## src/rtl/pwm_ca_pkg.sv

```systemverilog
// Types, codes and constants of the PWM channel allocator.
// Depends on nothing; used by the allocation logic and the top level.
package pwm_ca_pkg;

	localparam int PIN_COUNT_DEF = 64;
	localparam int SIMPLE_CHANNELS_DEF = 8;
	localparam int SIMPLE_IDX_W = 4;

	localparam int MOTOR_UNITS = 2;
	localparam int MOTOR_TIMERS = 3;
	localparam int MOTOR_OPS = 2;
	localparam int MOTOR_SLOTS = MOTOR_UNITS * MOTOR_TIMERS * MOTOR_OPS;

	localparam logic [1:0] MODE_AUTO = 2'd0;
	localparam logic [1:0] MODE_SIMPLE = 2'd1;
	localparam logic [1:0] MODE_MOTOR = 2'd2;

	typedef enum logic [1:0] {
		ST_OK = 2'd0,
		ST_PIN_BUSY = 2'd1,
		ST_NO_CHANNEL = 2'd2
	} status_t;

	typedef struct packed {
		logic [5:0] pin_number;
		logic [1:0] driver_mode;
		logic pref_simple_valid;
		logic [7:0] pref_simple_channel;
		logic [1:0] pref_motor_unit;
		logic [1:0] pref_motor_timer;
		logic pref_motor_operator;
	} req_t;

	typedef struct packed {
		status_t status;
		logic driver_used;
		logic [2:0] simple_channel;
		logic motor_unit;
		logic [1:0] motor_timer;
		logic motor_operator;
	} res_t;

endpackage

```

## src/rtl/pwm_channel_allocator.sv

```systemverilog
// Top level of the PWM channel allocator: input register, used maps, result register.
// Depends on pwm_ca_pkg and pwm_ca_alloc.
//
// Requests arrive on the s_axis channel, one word per request, and each request
// produces exactly one result word on the m_axis channel, in request order.
// A request is registered at the edge that accepts it; the allocation decision
// is made from that register against the used-pin, simple-channel and
// motor-slot maps, and the result is loaded into the result register when it
// is empty or its word is being taken.
// Throughput is one request per cycle while results are taken: the maps are updated
// at the same edge that loads the result, so the next request sees the prior grants.
// When the receiver holds m_axis_tready low the result register keeps its word,
// the input register keeps one more request, and s_axis_tready drops only when
// both are full; no word is lost or repeated.
// Reset clears both valid flags and all three maps, so every pin, channel and
// slot is free afterwards. Nothing is ever released except by reset.
module pwm_channel_allocator #(
	parameter int PIN_COUNT = pwm_ca_pkg::PIN_COUNT_DEF,
	parameter int SIMPLE_CHANNELS = pwm_ca_pkg::SIMPLE_CHANNELS_DEF
) (
	input logic clk,
	input logic arst_n,
	input logic s_axis_tvalid,
	output logic s_axis_tready,
	// pin_number[5:0], pref_simple_valid[6], pref_simple_channel[14:7],
	// pref_motor_unit[16:15], pref_motor_timer[18:17], pref_motor_operator[19]
	input logic [23:0] s_axis_tdata,
	// driver_mode[1:0]
	input logic [1:0] s_axis_tuser,
	output logic m_axis_tvalid,
	input logic m_axis_tready,
	// status[1:0], simple_channel[4:2], motor_unit[5], motor_timer[7:6],
	// motor_operator[8]
	output logic [15:0] m_axis_tdata,
	// driver_used[0]
	output logic m_axis_tuser
);

	pwm_ca_pkg::req_t req_in, req_s1;
	pwm_ca_pkg::res_t res_comb, res_s2;
	logic valid_s1, valid_s2;
	logic adv;

	logic [PIN_COUNT-1:0] pin_map_q, pin_map_nxt;
	logic [SIMPLE_CHANNELS-1:0] simple_map_q, simple_map_nxt;
	logic [pwm_ca_pkg::MOTOR_SLOTS-1:0] motor_map_q, motor_map_nxt;

	assign req_in.pin_number = s_axis_tdata[5:0];
	assign req_in.driver_mode = s_axis_tuser;
	assign req_in.pref_simple_valid = s_axis_tdata[6];
	assign req_in.pref_simple_channel = s_axis_tdata[14:7];
	assign req_in.pref_motor_unit = s_axis_tdata[16:15];
	assign req_in.pref_motor_timer = s_axis_tdata[18:17];
	assign req_in.pref_motor_operator = s_axis_tdata[19];

	assign adv = valid_s1 && (!valid_s2 || m_axis_tready);
	assign s_axis_tready = !valid_s1 || adv;

	pwm_ca_alloc #(
		.PIN_COUNT(PIN_COUNT),
		.SIMPLE_CHANNELS(SIMPLE_CHANNELS)
	) u_alloc (
		.req(req_s1),
		.pin_map(pin_map_q),
		.simple_map(simple_map_q),
		.motor_map(motor_map_q),
		.res(res_comb),
		.pin_map_nxt(pin_map_nxt),
		.simple_map_nxt(simple_map_nxt),
		.motor_map_nxt(motor_map_nxt)
	);

	always_ff @(posedge clk or negedge arst_n) begin
		if (!arst_n) begin
			valid_s1 <= 1'b0;
			valid_s2 <= 1'b0;
			pin_map_q <= '0;
			simple_map_q <= '0;
			motor_map_q <= '0;
		end else begin
			if (s_axis_tready) begin
				valid_s1 <= s_axis_tvalid;
			end
			if (adv) begin
				valid_s2 <= 1'b1;
				pin_map_q <= pin_map_nxt;
				simple_map_q <= simple_map_nxt;
				motor_map_q <= motor_map_nxt;
			end else if (m_axis_tready) begin
				valid_s2 <= 1'b0;
			end
		end
	end

	always_ff @(posedge clk) begin
		if (s_axis_tready && s_axis_tvalid) begin
			req_s1 <= req_in;
		end
		if (adv) begin
			res_s2 <= res_comb;
		end
	end

	assign m_axis_tvalid = valid_s2;
	assign m_axis_tdata = {7'd0, res_s2.motor_operator, res_s2.motor_timer,
		res_s2.motor_unit, res_s2.simple_channel, res_s2.status};
	assign m_axis_tuser = res_s2.driver_used;

endmodule

```

## src/rtl/pwm_ca_alloc.sv

```systemverilog
// Allocation decision for one request against the current used maps.
// Depends on pwm_ca_pkg; instantiated by pwm_channel_allocator.
module pwm_ca_alloc #(
	parameter int PIN_COUNT = pwm_ca_pkg::PIN_COUNT_DEF,
	parameter int SIMPLE_CHANNELS = pwm_ca_pkg::SIMPLE_CHANNELS_DEF
) (
	input pwm_ca_pkg::req_t req,
	input logic [PIN_COUNT-1:0] pin_map,
	input logic [SIMPLE_CHANNELS-1:0] simple_map,
	input logic [pwm_ca_pkg::MOTOR_SLOTS-1:0] motor_map,
	output pwm_ca_pkg::res_t res,
	output logic [PIN_COUNT-1:0] pin_map_nxt,
	output logic [SIMPLE_CHANNELS-1:0] simple_map_nxt,
	output logic [pwm_ca_pkg::MOTOR_SLOTS-1:0] motor_map_nxt
);

	localparam int SLOTS = pwm_ca_pkg::MOTOR_SLOTS;
	localparam int TO = pwm_ca_pkg::MOTOR_TIMERS * pwm_ca_pkg::MOTOR_OPS;

	logic [PIN_COUNT-1:0] pin_oh;
	logic pin_free;

	logic [SIMPLE_CHANNELS-1:0] s_pref_oh, s_free, s_low, s_grant;
	logic s_ok;
	logic [pwm_ca_pkg::SIMPLE_IDX_W-1:0] s_idx;

	logic [SLOTS-1:0] m_pref_oh, m_free, m_low, m_grant;
	logic m_ok;
	logic m_unit, m_op;
	logic [1:0] m_timer;

	logic use_simple, use_motor;

	always_comb begin
		for (int i = 0; i < PIN_COUNT; i++) begin
			pin_oh[i] = (req.pin_number == 6'(i));
		end
		pin_free = (|pin_oh) && !(|(pin_oh & pin_map));

		for (int i = 0; i < SIMPLE_CHANNELS; i++) begin
			s_pref_oh[i] = req.pref_simple_valid && (req.pref_simple_channel == 8'(i));
		end
		s_free = ~simple_map;
		s_low = s_free & (~s_free + SIMPLE_CHANNELS'(1));
		s_grant = (|(s_pref_oh & s_free)) ? s_pref_oh : s_low;
		s_ok = |s_free;
		s_idx = '0;
		for (int i = 0; i < SIMPLE_CHANNELS; i++) begin
			if (s_grant[i]) begin
				s_idx = s_idx | pwm_ca_pkg::SIMPLE_IDX_W'(i);
			end
		end

		m_pref_oh = '0;
		for (int u = 0; u < pwm_ca_pkg::MOTOR_UNITS; u++) begin
			for (int t = 0; t < pwm_ca_pkg::MOTOR_TIMERS; t++) begin
				for (int o = 0; o < pwm_ca_pkg::MOTOR_OPS; o++) begin
					m_pref_oh[u * TO + t * pwm_ca_pkg::MOTOR_OPS + o] =
						(req.pref_motor_unit == 2'(u)) &&
						(req.pref_motor_timer == 2'(t)) &&
						(req.pref_motor_operator == 1'(o));
				end
			end
		end
		m_free = ~motor_map;
		m_low = m_free & (~m_free + SLOTS'(1));
		m_grant = (|(m_pref_oh & m_free)) ? m_pref_oh : m_low;
		m_ok = |m_free;
		m_unit = 1'b0;
		m_timer = 2'd0;
		m_op = 1'b0;
		for (int u = 0; u < pwm_ca_pkg::MOTOR_UNITS; u++) begin
			for (int t = 0; t < pwm_ca_pkg::MOTOR_TIMERS; t++) begin
				for (int o = 0; o < pwm_ca_pkg::MOTOR_OPS; o++) begin
					if (m_grant[u * TO + t * pwm_ca_pkg::MOTOR_OPS + o]) begin
						m_unit = m_unit | 1'(u);
						m_timer = m_timer | 2'(t);
						m_op = m_op | 1'(o);
					end
				end
			end
		end

		use_simple = s_ok && (req.driver_mode != pwm_ca_pkg::MODE_MOTOR);
		use_motor = !use_simple && m_ok && (req.driver_mode != pwm_ca_pkg::MODE_SIMPLE);

		res = '0;
		pin_map_nxt = pin_map;
		simple_map_nxt = simple_map;
		motor_map_nxt = motor_map;
		if (!pin_free) begin
			res.status = pwm_ca_pkg::ST_PIN_BUSY;
		end else if (use_simple) begin
			res.status = pwm_ca_pkg::ST_OK;
			res.simple_channel = s_idx[2:0];
			simple_map_nxt = simple_map | s_grant;
			pin_map_nxt = pin_map | pin_oh;
		end else if (use_motor) begin
			res.status = pwm_ca_pkg::ST_OK;
			res.driver_used = 1'b1;
			res.motor_unit = m_unit;
			res.motor_timer = m_timer;
			res.motor_operator = m_op;
			motor_map_nxt = motor_map | m_grant;
			pin_map_nxt = pin_map | pin_oh;
		end else begin
			res.status = pwm_ca_pkg::ST_NO_CHANNEL;
		end
	end

endmodule

```

## config.mk

```make
export PLATFORM = sky130hd
export DESIGN_NAME = pwm_channel_allocator
export DESIGN_NICKNAME = d
export VERILOG_FILES = /design/src/rtl/pwm_ca_pkg.sv /design/src/rtl/pwm_channel_allocator.sv /design/src/rtl/pwm_ca_alloc.sv
export SDC_FILE = /design/constraint.sdc
export NUM_CORES = 1
export LEC_CHECK = 0
export ABC_CLOCK_PERIOD_IN_PS = 3100
export BUFFER_PORTS_ARGS = -buffer_cell sky130_fd_sc_hd__clkbuf_2
export CAP_MARGIN = 20
export CELL_PAD_IN_SITES_DETAIL_PLACEMENT = 1
export CELL_PAD_IN_SITES_GLOBAL_PLACEMENT = 1
export CORE_MARGIN = 5
export CORE_UTILIZATION = 30
export CTS_CLUSTER_SIZE = 40
export DETAILED_ROUTE_END_ITERATION = 6
export GPL_TIMING_DRIVEN = 0
export PLACE_DENSITY = 0.65
export SKIP_CTS_REPAIR_TIMING = 1
export SLEW_MARGIN = 15
export SYNTH_ARGS = -nofsm -noshare
export SYNTH_HDL_FRONTEND = slang
export SYNTH_SLANG_ARGS = --single-unit
```

## constraint.sdc

```tcl
create_clock -name clk -period 3.1 [get_ports clk]
set_input_delay 0.62 -clock clk [delete_from_list [all_inputs] [get_ports clk]]
set_output_delay 0.62 -clock clk [all_outputs]
set_load 0.02 [all_outputs]
```

After elaboration in Yosys (flattened, before gate mapping)
Index checks and enable logic that the tools add are counted.
{"block": "word_totals", "wordCells": 204, "ff_bits": 118, "out_inout_bits": 19, "input_bits": 30}
{"block": "op_classes", "eq_ne": 75, "add_sub_neg": 2, "bitwise": 16, "muxes": 36, "reduce_logical": 56}
{"op": "$eq 6x6->1 const B", "count": 32}
{"op": "$mux 64", "count": 2}
{"op": "$reduce_or 64->1", "count": 2}
{"op": "$eq 6x5->1 const B", "count": 16}
{"op": "$and 64x64->64", "count": 1}
{"op": "$or 64x64->64", "count": 1}
{"op": "$eq 6x4->1 const B", "count": 8}
{"op": "$eq 8x3->1 const B", "count": 4}
{"op": "$logic_and 1x1->1", "count": 32}
{"op": "$and 12x12->12", "count": 2}
{"op": "$eq 6x3->1 const B", "count": 4}
{"op": "$not 12->12", "count": 2}
{"op": "$reduce_or 12->1", "count": 2}
{"op": "$mux 1", "count": 21}
{"op": "$and 8x8->8", "count": 2}
{"op": "$eq 8x2->1 const B", "count": 2}
{"op": "$not 8->8", "count": 2}
{"op": "$reduce_or 8->1", "count": 2}
{"op": "$mux 2", "count": 7}
{"op": "$add 12x1->12 const B", "count": 1}
{"op": "$eq 6x2->1 const B", "count": 2}
{"op": "$mux 12", "count": 1}
{"op": "$mux 3", "count": 4}
{"op": "$or 12x12->12", "count": 1}
{"op": "other kinds (21)", "count": 32}

Longest topological paths before layout
{"block": "logic_depth", "word_depth": 14, "mapped_depth": 11, "mapped_depth_nobuf": 7}

Hierarchy
From an unflattened synthesis, not the netlist that was laid out.
{"block": "hier_totals", "cells_unflattened": 657, "area_unflattened_um2": 7317.0}
{"module": "pwm_channel_allocator", "cells_each": 226, "instances": 1, "area_per_inst_um2": 4431.8, "seq_area_each_um2": 3113.0}
{"module": "pwm_ca_alloc", "cells_each": 431, "instances": 1, "area_per_inst_um2": 2885.3, "seq_area_each_um2": 0.0}

Worst setup path after synthesis
OpenSTA, ideal clock, no wires.
{"block": "synth_path", "path_kind": "reg-to-reg", "start": "reg req_s1[16] (netlist name)", "end": "reg res_s2 (netlist bit m_axis_tdata[6]) (data pin)", "stages_incl_launch_ff": 10, "setup_ns": 0.168, "required_ns": 2.932, "arrival_ns": 2.336, "synth_period_minus_slack_ns": 2.504, "setup_slack_ns": 0.596, "n_path_buf": 2, "path_cell_list": "edfxtp_1 > nor2b_1 > buf_6 > a32o_1 > a222oi_1 > nand4b_1 > or2_4 > or3_1 > buf_6 > a211oi_1"}
{"block": "synth_via", "elab_chain_len": 7, "elab_cells_between_ends": 71, "classes_between": "63 x eq/ne; 2 x bitwise; 6 x reduce/logical"}
{"element": "from (decl)", "line_no": "pwm_channel_allocator.sv:39", "rtl": "pwm_ca_pkg::req_t req_in, req_s1;"}
{"element": "from (signal assigned)", "line_no": "pwm_channel_allocator.sv:97", "rtl": "req_s1 <= req_in;"}
{"element": "$eq 6x1->1, or another cell as far along", "line_no": "pwm_ca_alloc.sv:36", "rtl": "pin_oh[i] = (req.pin_number == 6'(i));"}
{"element": "$and 64x64->64", "line_no": "pwm_ca_alloc.sv:38", "rtl": "pin_free = (|pin_oh) && !(|(pin_oh & pin_map));"}
{"element": "$reduce_or 64->1", "line_no": "pwm_ca_alloc.sv:38"}
{"element": "$logic_not 1->1", "line_no": "pwm_ca_alloc.sv:38"}
{"element": "$logic_and 1x1->1 (*)", "line_no": "pwm_ca_alloc.sv:38"}
{"element": "$not 1->1 (no source line) (*)"}
{"element": "$reduce_or 3->1 (no source line) (*)"}
{"element": "to (signal assigned)", "line_no": "pwm_channel_allocator.sv:100", "rtl": "res_s2 <= res_comb;"}
{"element": "to (decl)", "line_no": "pwm_channel_allocator.sv:40", "rtl": "pwm_ca_pkg::res_t res_comb, res_s2;"}
Mark *: on every way between the ends. The rest lies on a longest branch, timed or not.
A chain may end at the register's enable or synchronous reset.

Worst setup path after layout
{"block": "layout_path", "start": "reg req_s1[16] (netlist name)", "end": "reg res_s2 (netlist bit m_axis_tdata[5]) (data pin)"}
Same word-level chain as after synthesis.

==> flow_metrics.tcl <==
set metrics [dict create \
    status "finished clean" \
    p_int_mw 3.44 \
    die_w_um 152 \
    initial_utilization_pct 30.7 \
    gr-usage-all-layers_pct 17.1 \
    cts_buffer_depth 2 \
    r2r-end "m_axis_tdata[5]" \
    synth_edf_count 32 \
    fin_tns_setup_ns 0 \
    synth-compound-area-share_pct 22.8 \
    r2r-start "req_s1[16]" \
    area_growth_pct 20.4 \
    setup_viol 0 \
    worstSetupStartpointType "flop" \
    synth_cell_types 72 \
    crit_top_cell "clkbuf_4" \
    num_io_pins 49 \
    synth_top_family_by_area "compound AO/OA/AOI/OAI gates" \
    chipHeight_um 152 \
    n_fill_cell 2246 \
    powerDensity_mw_per_mm2 653 \
    worst_pin_slew_ns 1.00 \
    syn-cell-area_mm2 0.00601 \
    critPathKind "flop to flop" \
    num-nets-final 666 \
    overflow 0 \
    setup_ws_ns 0.0906 \
    period_share_pct 97.1 \
    htree_levels 4 \
    drt_iter0_drc 303 \
    finalMaxSlewViolations 0 \
    drtPass1Iterations 7 \
    dominantRegCellSynth "dfrtp_1" \
    root_buffer "clkbuf_16" \
    antenna_found_initial 0 \
    muxShareOfSynthArea_pct 1.56 \
    max_freq_ghz 0.332 \
    dr_total_vias 4978 \
    synth_fa_ha_area_share_pct 0 \
    wl_um 18600 \
    yosys_warnings 0 \
    gp_congestion 0.937 \
    hold_viol_final 0 \
    cap_violations 0 \
    crit_family "simple AND/OR/NAND/NOR gates" \
    grt_start_max_net_pins 87 \
    synth-xor-area-share_pct 0 \
    io_buffers 37 \
    core-area_mm2 0.0196 \
    n_antenna_cell 0 \
    seq_power_share_pct 42.3 \
    switching_power_mw 1.29 \
    fin_worst_skew_ns 0.0104 \
    clock_power_share_pct 42.1 \
    grt_pass1_wl_um 30000 \
    drc 0 \
    cp_max_fo 10 \
    p_sw_share_pct 27.2 \
    drive_above_1_share_pct 18.5 \
    via_per_inst 5.45 \
    crit_buf_inv 3 \
    insertion_delay_ns 0.43 \
    cts_tree "built" \
    ys_seq_elements 118 \
    relSlewSlack_pct 32.3 \
    power_frac_comb_pct 15.6 \
    seq_area_frac_synth_pct 51.8 \
    cts_sinks 118 \
    cp_cell_sequence "clkbuf_4 > clkbuf_4 > nand3b_1 > o21ai_0 > a222oi_1 > nand4b_1 > or2_4 > or3_1 > buf_6 > a311oi_1" \
    wl_per_cell_um 20.4 \
    reg2reg_depth 10 \
    num_rows 51 \
    period_needed_ns 3.01 \
    cts_buffers 17 \
    ant_nets 0 \
    dp_hpwl_um 13300 \
    cpPeakStageDelay_ns 0.46 \
    yosys.area_share.simple_pct 19.4 \
    syn_avg_cell_area_um2 10.5 \
    r2r_setup_slack_ns 0.09 \
    hp-class "input pin to asynchronous set/reset pin" \
    peakVddDrop_uv 385 \
    crit_path_end_kind "flop" \
    critPathRequiredTime_ns 3.33 \
    die_area_mm2 0.0230 \
    synth_cells 570 \
    post-place-ws_ns -0.0883 \
    leakagePower_nw 3.01 \
    arrival_ns 3.24 \
    clk_pin_slew_ns 0.05 \
    synth-async-reset-ratio_pct 72.9 \
    cp_slowest_cell "edfxtp_1" \
    grt_pass1_vias 5301 \
]
state kept, by name (all words and copies together), names as in the netlist:
name and flops:
valid_s1 1, motor_map_q 12, m_axis_tvalid 1, pin_map_q 64
m_axis_tuser 1, simple_map_q 8, m_axis_tdata 9, req_s1 22
layer usage:
layer	track usage, %	share of wire [%]	vias to the layer above	wire length (um)
li1	-	-	2275	-
met1	22.4	44	2532	8230
met2	27.5	48	144	8990
met3	4.02	5.4	27	1010
met4	6.33	2.0	0	368
met5	0	0	-	0
how the worst max path moves through the flow:
stage          slack, ns  depth (start not counted)               to  startpoint
4_1_cts            -0.17                          9    pin_map_q[60]  req_s1[19]
2_1_floorplan       0.60                          9  m_axis_tdata[6]  req_s1[16]
3_5_place_dp       -0.09                          9    pin_map_q[60]  req_s1[19]
5_1_grt            -0.05                         10  m_axis_tdata[2]  req_s1[16]
6_report            0.09                         10  m_axis_tdata[5]  req_s1[16]
3_3_place_gp       -0.06                          8  m_axis_tdata[5]  req_s1[20]
power groups by stage:
stage               logic (mW)  registers (mW)  clock network, mW
finish                   0.739            2.00               1.99
global route             0.817            2.02               2.11
CTS                      0.729            2.00               2.03
detailed placement       0.726            2.02                  0
global placement         0.703            2.01                  0
floorplan                0.499            1.98                  0
worst register-to-register path, delay by kind of cell (launching register included):
kind / cells / cell delay [ns]
simple gates: 4 / 1.02
flops: 1 / 0.46
buf+inv: 3 / 0.64
compound gates: 3 / 0.71
cells in the final DEF, fill, tap and decap left out, types with 6 or more instances in the layout:
cell	instances
inv_1	17
nor4_1	7
nor2b_1	13
a21o_1	24
o21bai_1	63
or3_1	8
nand3b_1	10
nand4_1	10
conb_1	7
and3_1	8
and2_1	6
nand2_1	48
edfxtp_1	32
a22oi_1	6
clkbuf_16	19
buf_2	10
o22ai_1	11
or2_2	6
mux2i_1	6
nand3_1	10
a31oi_1	9
dfrtp_1	86
buf_4	11
nor3_1	7
o21ai_0	11
nor2_1	18
clkbuf_2	38
clkbuf_1	18
nor3b_1	7
nand2b_1	11
a21oi_1	10
layout make-up:
type / instances / area, um2 / area share, %
Multi-Input combinational cell: 403 / 2700 / 37.3
Sequential cell: 118 / 3110 / 43.0
Clock inverter: 8 / 91.3 / 1.26
Buffer: 38 / 210 / 2.90
Inverter: 17 / 63.8 / 0.882
Timing Repair Buffer: 41 / 224 / 3.09
Tap cell: 265 / 332 / 4.58
Clock buffer: 24 / 504 / 6.97
synthesized netlist by cell type (8+ instances only):
cell | n | share of area, %
dfrtp_1 | 86 | 36
o21bai_1 | 63 | 7.9
nand2_1 | 52 | 3.2
edfxtp_1 | 32 | 16
a21o_1 | 24 | 3.0
nor2_1 | 18 | 1.1
inv_1 | 17 | 1.1
clkbuf_1 | 14 | 0.87
nor2b_1 | 14 | 1.5
buf_2 | 13 | 1.1
nand2b_1 | 11 | 1.1
nand3_1 | 11 | 0.92
o21ai_0 | 11 | 0.92
o22ai_1 | 11 | 1.1
a21oi_1 | 10 | 0.83
nand3b_1 | 10 | 1.2
nand4_1 | 10 | 1.0
a31oi_1 | 9 | 0.94
and3_1 | 8 | 0.83
nor3_1 | 8 | 0.67
nor3b_1 | 8 | 1.0
or3_1 | 8 | 0.83
metrics by stage:
stage | utilization, % | hold slack (ns) | cell area [um2] | power [mW] | cells
finish | 36.9 | 0.253 | 7240 | 4.73 | 914
global placement | 33.4 | 0.444 | 6550 | 2.72 | 878
floorplan | - | 0.324 | 6030 | 2.48 | 576
detailed placement | 33.5 | 0.456 | 6560 | 2.74 | 878
CTS | 36.5 | 0.293 | 7160 | 4.75 | 910
global route | 36.9 | 0.330 | 7240 | 4.95 | 914
kinds of logic (layout without fill, tap and decap cells):
| logic type | count (synthesis) | after routing |
|---|---|---|
| simple gates | 202 | 202 |
| other cells | 1 | 7 |
| mux | 9 | 9 |
| compound gates | 185 | 185 |
| buf+inv | 55 | 128 |
| flops | 118 | 118 |
No activity file was read; power rests on OpenSTA's default activity.
